==> config.mk <==
export PLATFORM = sky130hd
export DESIGN_NAME = csa_cell
export DESIGN_NICKNAME = d
export VERILOG_FILES = /design/src/rtl/csa_pkg.sv /design/src/rtl/csa_cell.sv
export SDC_FILE = /design/constraint.sdc
export NUM_CORES = 1
export LEC_CHECK = 0
export BUFFER_PORTS_ARGS = -buffer_cell sky130_fd_sc_hd__buf_2
export CAP_MARGIN = 20
export CORE_MARGIN = 2
export CORE_UTILIZATION = 45
export DETAILED_ROUTE_END_ITERATION = 6
export GPL_TIMING_DRIVEN = 0
export PLACE_DENSITY_LB_ADDON = 0.12
export SLEW_MARGIN = 10
export SYNTH_ARGS = -nofsm -noshare
export SYNTH_HDL_FRONTEND = slang
export SYNTH_SLANG_ARGS = --single-unit
==> constraint.sdc <==
create_clock -name clk -period 4.7 [get_ports clk]
set_clock_uncertainty 0.1 [all_clocks]
set_input_delay 0.235 -clock clk [delete_from_list [all_inputs] [get_ports clk]]
set_output_delay 0.235 -clock clk [all_outputs]
set_load 0.03 [all_outputs]
==> src/rtl/csa_pkg.sv <==
`timescale 1ns / 1ps
// Shared types and codes of the contiguous segment allocator.
// Used by csa_cell and contiguous_segment_allocator; depends on nothing.
package csa_pkg;

  localparam int SIZE_W       = 21;
  localparam logic [SIZE_W-1:0] SIZE_LIMIT = 21'd1048576;
  localparam int MAX_SEG_DEF  = 32;
  localparam int OWNER_W_DEF  = 8;
  localparam int ADDR_W_DEF   = 20;

  // request kinds
  localparam logic [1:0] KIND_REQUEST = 2'd0;
  localparam logic [1:0] KIND_RELEASE = 2'd1;
  localparam logic [1:0] KIND_COMPACT = 2'd2;

  // fit policies
  localparam logic [1:0] FIT_FIRST = 2'd0;
  localparam logic [1:0] FIT_BEST  = 2'd1;
  localparam logic [1:0] FIT_WORST = 2'd2;

  // result status codes
  localparam logic [2:0] ST_OK        = 3'd0;
  localparam logic [2:0] ST_NO_FIT    = 3'd1;
  localparam logic [2:0] ST_FULL      = 3'd2;
  localparam logic [2:0] ST_TOO_LARGE = 3'd3;
  localparam logic [2:0] ST_NO_OWNER  = 3'd4;

  // cell operations
  localparam logic [2:0] MODE_HOLD    = 3'd0;
  localparam logic [2:0] MODE_WRITE   = 3'd1;
  localparam logic [2:0] MODE_INSERT  = 3'd2;
  localparam logic [2:0] MODE_MERGE   = 3'd3;
  localparam logic [2:0] MODE_REMOVE  = 3'd4;
  localparam logic [2:0] MODE_RELEASE = 3'd5;

  typedef struct packed {
    logic [SIZE_W-1:0] start;
    logic [SIZE_W-1:0] stop;
    logic              free;
  } seg_bounds_t;

  typedef struct packed {
    logic [2:0]  mode;
    seg_bounds_t bounds;
  } cell_ctl_t;

endpackage

==> src/rtl/csa_cell.sv <==
`timescale 1ns / 1ps
// One table entry of the allocator: bounds, free mark and owner.
// Takes its neighbors' entries on shifts; uses csa_pkg types and codes.
module csa_cell #(
  parameter int IDX         = 0,
  parameter int OWNER_WIDTH = csa_pkg::OWNER_W_DEF,
  parameter int IDX_W       = 5,
  parameter int CNT_W       = 6
) (
  input  logic                    clk,
  input  csa_pkg::cell_ctl_t      ctl,
  input  logic [IDX_W-1:0]        pivot,
  input  logic [CNT_W-1:0]        count,
  input  logic [OWNER_WIDTH-1:0]  wr_owner,
  input  csa_pkg::seg_bounds_t    lower_bounds,
  input  logic [OWNER_WIDTH-1:0]  lower_owner,
  input  csa_pkg::seg_bounds_t    upper_bounds,
  input  logic [OWNER_WIDTH-1:0]  upper_owner,
  output csa_pkg::seg_bounds_t    bounds,
  output logic [OWNER_WIDTH-1:0]  seg_owner,
  output logic                    hit
);

  localparam logic [CNT_W-1:0] MY_IDX = CNT_W'(IDX);

  csa_pkg::seg_bounds_t   bounds_next;
  logic [OWNER_WIDTH-1:0] seg_owner_next;
  logic [CNT_W-1:0]       piv;

  assign piv = CNT_W'(pivot);
  // owner match on a live, used entry
  assign hit = (MY_IDX < count) && !bounds.free && (seg_owner == wr_owner);

  // select the next entry
  always_comb begin
    bounds_next    = bounds;
    seg_owner_next = seg_owner;
    case (ctl.mode)
      csa_pkg::MODE_WRITE: begin
        if (MY_IDX == piv) begin
          bounds_next    = ctl.bounds;
          seg_owner_next = wr_owner;
        end
      end
      csa_pkg::MODE_INSERT: begin
        if (MY_IDX == piv) begin
          bounds_next    = ctl.bounds;
          seg_owner_next = wr_owner;
        end else if (MY_IDX > piv) begin
          bounds_next    = lower_bounds;
          seg_owner_next = lower_owner;
          if (MY_IDX == piv + CNT_W'(1)) bounds_next.start = ctl.bounds.stop;
        end
      end
      csa_pkg::MODE_MERGE: begin
        if (MY_IDX + CNT_W'(1) == piv) begin
          bounds_next.stop = upper_bounds.stop;
        end else if (MY_IDX >= piv) begin
          bounds_next    = upper_bounds;
          seg_owner_next = upper_owner;
        end
      end
      csa_pkg::MODE_REMOVE: begin
        if (MY_IDX >= piv) begin
          bounds_next    = upper_bounds;
          seg_owner_next = upper_owner;
        end
      end
      csa_pkg::MODE_RELEASE: begin
        if (hit) begin
          bounds_next.free = 1'b1;
          seg_owner_next   = '0;
        end
      end
      default: begin
        bounds_next    = bounds;
        seg_owner_next = seg_owner;
      end
    endcase
  end

  // hold the entry
  always_ff @(posedge clk) begin
    bounds    <= bounds_next;
    seg_owner <= seg_owner_next;
  end

endmodule

==> flow_summary.yaml, run 1 <==
outcome:
  outcome: "complete, no violations"
floorplanning:
  coreArea_um2: 8134
  io_pins: 220
  start_util_pct: 45.73
  die_h_um: 94.92
  die_w_um: 94.92
  rows: 33
  die-area_um2: 9010
logic_synthesis:
  synth.avg_cell_area_um2: 9.514
  yosys.area.top_type: "edfxtp_1"
  synth_top_family_by_area: "compound AO/OA/AOI/OAI gates"
  synth_area_leaders: "edfxtp_1 (41%), a21oi_1 (6.3%), a221o_1 (5.7%)"
  synthFlopType: "edfxtp_1"
  synth-seq-cells: 51
  synth_warnings: 0
  synth_xor_area_share_pct: 1.884
  syn_inst: 391
  synthMuxAreaShare_pct: 2.153
  synth_edf_count: 51
  synth_common_cells: "edfxtp_1 (51), a21oi_1 (47), o21ai_0 (42), nand2_1 (35), nor2b_1 (22)"
  synth_compound_area_share_pct: 33.94
  netlist_area_um2: 3720
  syn_nets: 559
  synthSimpleGateAreaFrac_pct: 15.17
  yosys.area.top_type_share_pct: 41.17
  ys_async_sr_fraction_pct: 0
  synth_fa_ha_area_share_pct: 0
  ys_seq_area_share_pct: 41.17
  synth_cell_types: 51
  yosysMostFrequentCell: "edfxtp_1"
global_routing:
  grt_usage_pct: 27.21
  grt_pass1_vias: 4156
  antenna_found_initial: 0
  grt_pass1_wl_um: 19240
  overflow: 0
  grt_max_degree: 16
sta:
  setup_viol: 0
  finalHoldViolations: 0
  max_freq_mhz: 387.2
  worst_slack_ns: 2.118
  fin_crit_ns: 2.582
  timing.final.crit_share_pct: 54.94
  hold-worst-slack_ns: 0.1093
  setup-tns-final_ns: 0
  rsz0062_at_grt: "no"
  relSlewSlack_pct: 50.81
  worst_slew_pin_slew_ns: 0.7351
  slew_viol_final: 0
cts:
  cts_buffers: 5
  cts_setup_buffers: 0
  clock_latency_ns: 0.30
  clockBufferDepth: 2
  cts_tree: "yes"
  htreeDepth: 2
  clock-sinks: 51
  path_clk_slew_ns: 0.09
  clock-root-buffer: "clkbuf_8"
  cts.repair.resized: 0
  cts_hold_buf: 0
worst_setup_path:
  rr_startpoint: "seg_owner[2]"
  r2r_slack_ns: 2.41
  crit_arrival_ns: 2.50
  r2r_cells: 5
  reg2reg_to: "seg_owner[6]"
  cp-end-kind: "flip-flop"
  critPathKind: "primary input to flip-flop"
  cp-start-kind: "primary input"
  required_ns: 4.62
  path_max_fanout: 13
finish:
  fin_cells: 725
  num-nets-final: 788
  areaGrowthSynthToFinish_pct: 36.90
  diodes: 0
  fin_area_um2: 5092
  fin_util_pct: 62.61
  drive_gt1_share_pct: 42.26
place:
  gp_congestion: 0.8577
  place_inst: 718
  dp_slack_ns: 1.815
  place_area_um2: 4990
  numPortBuffers: 219
  dp_hpwl_um: 9799
min_path:
  hold_start: "ctl[11]"
  hp-class: "primary input to flip-flop"
  hold_end: "bounds[11]"
  hold_path_depth: 2
power_and_ir_drop:
  p_clk_share_pct: 25.4
  internal-power_mw: 0.8474
  power_frac_seq_pct: 46.0
  switching_share_pct: 29.74
  comb_power_share_pct: 28.6
  peakVddDrop_mv: 0.1158
  total_power_mw: 1.206
  p_leak_nw: 2.292
  power_density_nw_per_um2: 236.9
  switching_power_mw: 0.3588
route:
  firstDrtPassIters: 5
  num_vias: 4244
  wl_per_cell_um: 17.63
  antenna_left: 0
  vias_per_cell: 5.854
  drtIter0Drc: 214
  drc: 0
  routed_wl_um: 12790
job:
  drv_cap: 0
## state kept, by name (all words and copies together), names as in the netlist
register,cells
bounds,43
seg_owner,8
## worst max-delay path: stages
cell and delay, ns:
buf_2 0.12, or4_4 0.56, buf_2 0.23, nor2_4 0.22
buf_4 0.24, o21ai_0 0.12, o21ai_2 0.52, buf_8 0.24
## cells by family after synthesis
kind of cell | after synthesis
and+or+nand+nor | 104
muxes | 8
buffers and inverters | 39
xor gates and xnor gates | 8
DFF | 51
AOI/OAI and AO/OA | 181
## worst max-delay path by stage
stage | start | to | slack, ns | depth (start not counted)
6_report | pivot[4] | bounds[30] | 2.12 | 8
4_1_cts | pivot[4] | bounds[30] | 2.14 | 8
3_5_place_dp | pivot[4] | bounds[25] | 1.82 | 8
2_1_floorplan | pivot[4] | bounds[22] | 1.26 | 6
3_3_place_gp | pivot[4] | bounds[29] | 0.14 | 7
5_1_grt | pivot[4] | bounds[30] | 2.07 | 8
## layout make-up
cell class | instances | area, um2
flip-flops and latches | 51 | 1531
multi-input cells | 301 | 1984
well taps | 105 | 131.4
fillers | 739 | 3042
clock inverters | 1 | 30.03
clock buffers | 6 | 72.57
inverters | 3 | 11.26
repair buffers | 222 | 1131
plain buffers | 36 | 200.2
## layer usage
metal | track usage [%] | wire, um | part of all wire, %
met1 | 33.35 | 5089 | 40
met2 | 48.35 | 6428 | 50
met3 | 4.230 | 931 | 7.3
met4 | 9.662 | 335 | 2.6
met5 | 0 | 0 | 0
## cells in the final DEF, fill, tap and decap left out, drive strengths merged, types with 8 or more instances in the layout
cell type / n
edfxtp: 51
a211o: 20
and3: 12
a22o: 20
nor2: 11
mux2i: 8
nand2: 35
clkbuf: 23
o21ai: 43
xor2: 8
a221o: 21
a21oi: 48
buf: 241
o22ai: 10
nor2b: 22
## power groups by stage
stage          combinational (mW)  clock, mW  sequential (mW)
6_report                    0.345      0.306            0.555
5_1_grt                     0.374      0.325            0.558
4_1_cts                     0.344      0.308            0.555
3_5_place_dp                0.343          0            0.565
3_3_place_gp                0.329          0            0.566
2_1_floorplan               0.149          0            0.614
(Power assumes the default switching activity.)
==> inputs of run 2 (changes only) <==
Clock period 4.7 ns to 2.5 ns, I/O delays scaled along.
==> run 2 against run 1 <==
  * Die area unchanged
  * Combinational power increased by 92%
  * Hold slack got worse by 0.11 ns
  * Routed wire length increased by 0.89%
  * Setup slack got worse by 2.1 ns
  * Non-clock buffer count increased by 7
  * Sequential power increased by 87%
  * Critical path depth decreased by 1
==> flow_summary.yaml, run 2 (synthesis results as in run 1) <==
route:
  antenna_left: 0
  routed_wl_um: 12900
  firstDrtPassIters: 5
  wl_per_cell_um: 17.57
  drtIter0Drc: 246
  vias_per_cell: 5.846
  drc: 0
  num_vias: 4291
finish:
  layout_commonest_cell: "buf_2"
  multi_input_comb_area_um2: 2038
  largest_reg_flops: 43
  num-nets-final: 797
  fin_area_um2: 5186
  largest-register: "bounds"
  areaGrowthSynthToFinish_pct: 39.42
  fillerInstances: 731
  drive_gt1_share_pct: 41.65
  diodes: 0
  fin_cells: 734
  seq_area_um2: 1531
  top_regs: "bounds x43, seg_owner x8"
  final_cell_mix: "buf_2 (229), edfxtp_1 (51), a21oi_1 (47)"
place:
  place_area_um2: 4955
  numPortBuffers: 219
  gp_congestion: 0.8222
  dp_hpwl_um: 9462
  dp_slack_ns: -0.4823
  place_inst: 715
worst_setup_path:
  cp-startpoint: "pivot[4]"
  path_max_fanout: 11
  r2r_cells: 4
  critPathKind: "primary input to flip-flop"
  reg2reg_to: "seg_owner[1]"
  crit_arrival_ns: 2.30
  r2r_slack_ns: 0.21
  cp-end-kind: "flip-flop"
  crit_end: "bounds[28]"
  rr_startpoint: "seg_owner[2]"
  required_ns: 2.36
  cp-start-kind: "primary input"
cts:
  clock-sinks: 51
  clock-root-buffer: "clkbuf_8"
  cts_tree: "yes"
  cts_buffers: 5
  clockBufferDepth: 2
  htreeDepth: 2
  cts_setup_buffers: 0
  clock_latency_ns: 0.31
  path_clk_slew_ns: 0.09
power_and_ir_drop:
  total_power_mw: 2.173
  peakVddDrop_mv: 0.2109
  power_density_nw_per_um2: 419.0
  p_leak_nw: 2.315
global_routing:
  grt_pass1_wl_um: 18400
  antenna_found_initial: 0
  grt_max_degree: 22
  overflow: 0
  grt_usage_pct: 26.48
  grt_pass1_vias: 3844
floorplanning:
  io_pins: 220
  rows: 33
  die-area_um2: 9010
  die_h_um: 94.92
  die_w_um: 94.92
  coreArea_um2: 8134
  start_util_pct: 45.73
min_path:
  hp-class: "primary input to flip-flop"
sta:
  slew_viol_final: 0
  fin_crit_ns: 2.441
  finalHoldViolations: 0
  max_freq_mhz: 409.7
  rsz0062_at_grt: "no"
  worst_slack_ns: 0.05940
  setup_viol: 0
  setup-tns-final_ns: 0
  worst_slew_pin_slew_ns: 0.7976
  relSlewSlack_pct: 46.26
  timing.final.crit_share_pct: 97.62
job:
  drv_cap: 0
outcome:
  outcome: "complete, no violations"
==> run 2: power by group <==
group	switching, mW	total [mW]	internal (mW)
logic	0.371	0.664	0.293
registers	0.0304	1.04	1.01
clock network	0.277	0.464	0.187
==> run 2: worst max-delay path: stages <==
cell,delay [ns]
buf_2,0.12
or4_4,0.55
buf_2,0.23
nor2_4,0.23
buf_4,0.24
o21ai_0,0.31
o21ai_4,0.50
==> run 2: cell type report <==
| cell class | count | share of cell area [%] |
|---|---|---|
| repair buffers | 229 | 23.06 |
| well taps | 105 | 2.533 |
| inverters | 3 | 0.2171 |
| flip-flops and latches | 51 | 29.53 |
| plain buffers | 36 | 3.860 |
| clock buffers | 5 | 1.327 |
| clock inverters | 2 | 0.1689 |
| multi-input cells | 303 | 39.30 |
==> run 2: what timing repair did <==
item / CTS / global route
gates cloned: 0 / 2
hold endpoints to repair: 7 / 3
gates resized for setup: 3 / 3
setup endpoints to repair: 51 / 42
hold buffers: 7 / 3
==> run 2: worst min path at each step <==
stage               startpoint    endpoint  slack [ns]  depth (start not counted)
detailed placement     ctl[11]  bounds[11]        0.31                          2
global placement       ctl[18]  bounds[18]        0.30                          2
global route            ctl[3]   bounds[3]     0.00008                          2
floorplan              ctl[10]  bounds[10]        0.22                          1
finish                  ctl[3]   bounds[3]       0.004                          2
CTS                    ctl[15]  bounds[15]      0.0006                          2
==> run 2: stage by stage <==
| stage | hold slack [ns] | utilization [%] |
|---|---|---|
| global placement | 0.3034 | 60.91 |
| CTS | 0.0005555 | 62.91 |
| finish | 0.004259 | 63.76 |
| detailed placement | 0.3073 | 60.91 |
| global route | 0.00007991 | 63.76 |
| floorplan | 0.2184 | - |
==> run 2: routing by layer <==
metal | global-route usage [%] | vias up | routed length [um]
met5 | 0 | - | 0
met2 | 45.33 | 201 | 6461
met4 | 10.27 | 0 | 276
met1 | 33.01 | 2053 | 5175
li1 | - | 2016 | -
met3 | 4.948 | 21 | 985
==> inputs of run 3 (changes only) <==
Settings changed: BUFFER_PORTS_ARGS -buffer_cell sky130_fd_sc_hd__buf_2 to -buffer_cell sky130_fd_sc_hd__clkbuf_2.
==> run 3 against run 2 <==
  * The flow now finishes with violations (hold timing)
  * Clock-buffer cell count unchanged
  * Sequential cell count unchanged
  * Routed wire length fell by 3.9%
  * Combinational power down 2%
  * Core utilization is 0.29 points higher
  * Sequential share of layout area fell by 0.13 points
  * Via count shrank 1.2%
  * Critical endpoint is now bounds[26]
  * Largest cell class unchanged
  * Largest power group unchanged
  * Highest routed layer unchanged
==> flow_summary.yaml, run 3 (synthesis results as in run 1) <==
worst_setup_path:
  critical_path.cell_chain: "clkbuf_2, or4_4, buf_2, nor2_4, buf_6, o21ai_0, o21ai_4"
  cpMaxStageDelayCell: "o21ai_4"
  critPathMaxStageDelay_ns: 0.60
  critPathKind: "primary input to flip-flop"
  critPathTopFamily: "simple AND/OR/NAND/NOR gates"
  cp-end-kind: "flip-flop"
  cp-start-kind: "primary input"
  required_ns: 2.35
  crit_buf_inv: 3
  crit_arrival_ns: 2.21
  path_max_fanout: 21
floorplanning:
  die-area_um2: 9010
  die_h_um: 94.92
  coreArea_um2: 8134
  io_pins: 220
  rows: 33
  start_util_pct: 45.73
  die_w_um: 94.92
cts:
  clock_latency_ns: 0.31
  clock-sinks: 51
  cts_tree: "yes"
  cts_buffers: 5
  clockBufferDepth: 2
  path_clk_slew_ns: 0.09
  clock-root-buffer: "clkbuf_8"
  htreeDepth: 2
  cts_setup_buffers: 0
job:
  drv_cap: 0
route:
  drtIter0Drc: 266
  firstDrtPassIters: 5
  routed_wl_um: 12390
  num_vias: 4239
  vias_per_cell: 5.783
  antenna_left: 0
  wl_per_cell_um: 16.90
  drc: 0
power_and_ir_drop:
  p_leak_nw: 2.375
  peakVddDrop_mv: 0.2395
  power_frac_seq_pct: 43.8
  p_clk_share_pct: 29.0
  switching_power_mw: 0.6875
  power_density_nw_per_um2: 458.9
  switching_share_pct: 28.76
  comb_power_share_pct: 27.2
  internal-power_mw: 1.703
place:
  gp_congestion: 0.8245
  dp_hpwl_um: 9455
  dp_slack_ns: -0.4766
  numPortBuffers: 219
  place_inst: 715
sta:
  setup_viol: 0
  fin_crit_ns: 2.361
  worst_slack_ns: 0.1388
  finalHoldViolations: 3
  slew_viol_final: 0
  relSlewSlack_pct: 50.03
  setup-tns-final_ns: 0
  rsz0062_at_grt: "no"
  hold-worst-slack_ns: -0.002463
  worst_slew_pin_slew_ns: 0.7467
  max_freq_mhz: 423.5
  timing.final.crit_share_pct: 94.45
finish:
  layout_commonest_cell: "clkbuf_2"
  largest-register: "bounds"
  top_regs: "bounds x43, seg_owner x8"
  fin_cells: 733
  largest_reg_flops: 43
  fin_util_pct: 64.05
  final_cell_mix: "clkbuf_2 (219), edfxtp_1 (51), a21oi_1 (47)"
  num-nets-final: 795
  fillerInstances: 725
  areaGrowthSynthToFinish_pct: 40.06
  drive_gt1_share_pct: 41.56
  diodes: 0
outcome:
  outcome: "complete, but fails checks"
  violations: "hold timing"
global_routing:
  grt_usage_pct: 26.19
  grt_pass1_vias: 3891
  antenna_found_initial: 0
  grt_max_degree: 22
  overflow: 0
  grt_pass1_wl_um: 18190
min_path:
  hp-class: "primary input to flip-flop"
==> run 3: worst paths after layout <==
| kind | from | to | slack (ns) | cells past startpoint |
|---|---|---|---|---|
| setup / recovery | pivot[4] | bounds[26] | 0.14 | 7 |
| hold / removal | ctl[1] | bounds[1] | -0.002 | 2 |
| setup reg to reg | seg_owner[2] | seg_owner[5] | 0.28 | 4 |
| hold reg to reg | bounds[8] | bounds[8] | 0.60 | 2 |
==> run 3: what timing repair did <==
item                       4_1_cts  5_1_grt
hold buffers                    10        0
setup endpoints to repair       51       32
hold endpoints to repair        10        0
gates resized for setup          3        1
pin swaps                        0        0
==> run 3: final cells by class <==
| type | instances | area, um2 | area share (%) |
|---|---|---|---|
| well taps | 105 | 131.4 | 2.522 |
| repair buffers | 229 | 1196 | 22.96 |
| plain buffers | 36 | 203.9 | 3.915 |
| clock inverters | 3 | 67.56 | 1.297 |
| flip-flops and latches | 51 | 1531 | 29.39 |
| multi-input cells | 301 | 1999 | 38.38 |
| clock buffers | 5 | 68.82 | 1.321 |
| inverters | 3 | 11.26 | 0.2161 |
==> run 3: metrics by stage <==
stage	total power [mW]	cell area, um2
6_report	2.391	5210
5_1_grt	2.483	5210
4_1_cts	2.389	5206
3_5_place_dp	1.698	4955
3_3_place_gp	1.684	4955
2_1_floorplan	1.435	3727
==> run 3: worst reg2reg max path, delay by kind of cell (launching register included) <==
kind / cells / cell delay, ns
AOI/OAI and AO/OA: 2 / 0.76
xor gates and xnor gates: 1 / 0.16
DFF: 1 / 0.41
and+or+nand+nor: 1 / 0.44
==> run 3: routing by layer <==
metal  wire length (um)  GRT usage [%]  up-vias
met5                  0              0        -
met4                354          10.27        0
met3                912          3.751       30
met2               6187          45.69      228
met1               4936          32.62     1976
li1                   -              -     2005
==> run 3: power groups by stage <==
stage,registers (mW),logic (mW),clock network [mW]
2_1_floorplan,1.15,0.283,0
3_3_place_gp,1.06,0.620,0
3_5_place_dp,1.07,0.631,0
4_1_cts,1.05,0.650,0.693
5_1_grt,1.05,0.705,0.725
6_report,1.05,0.650,0.694
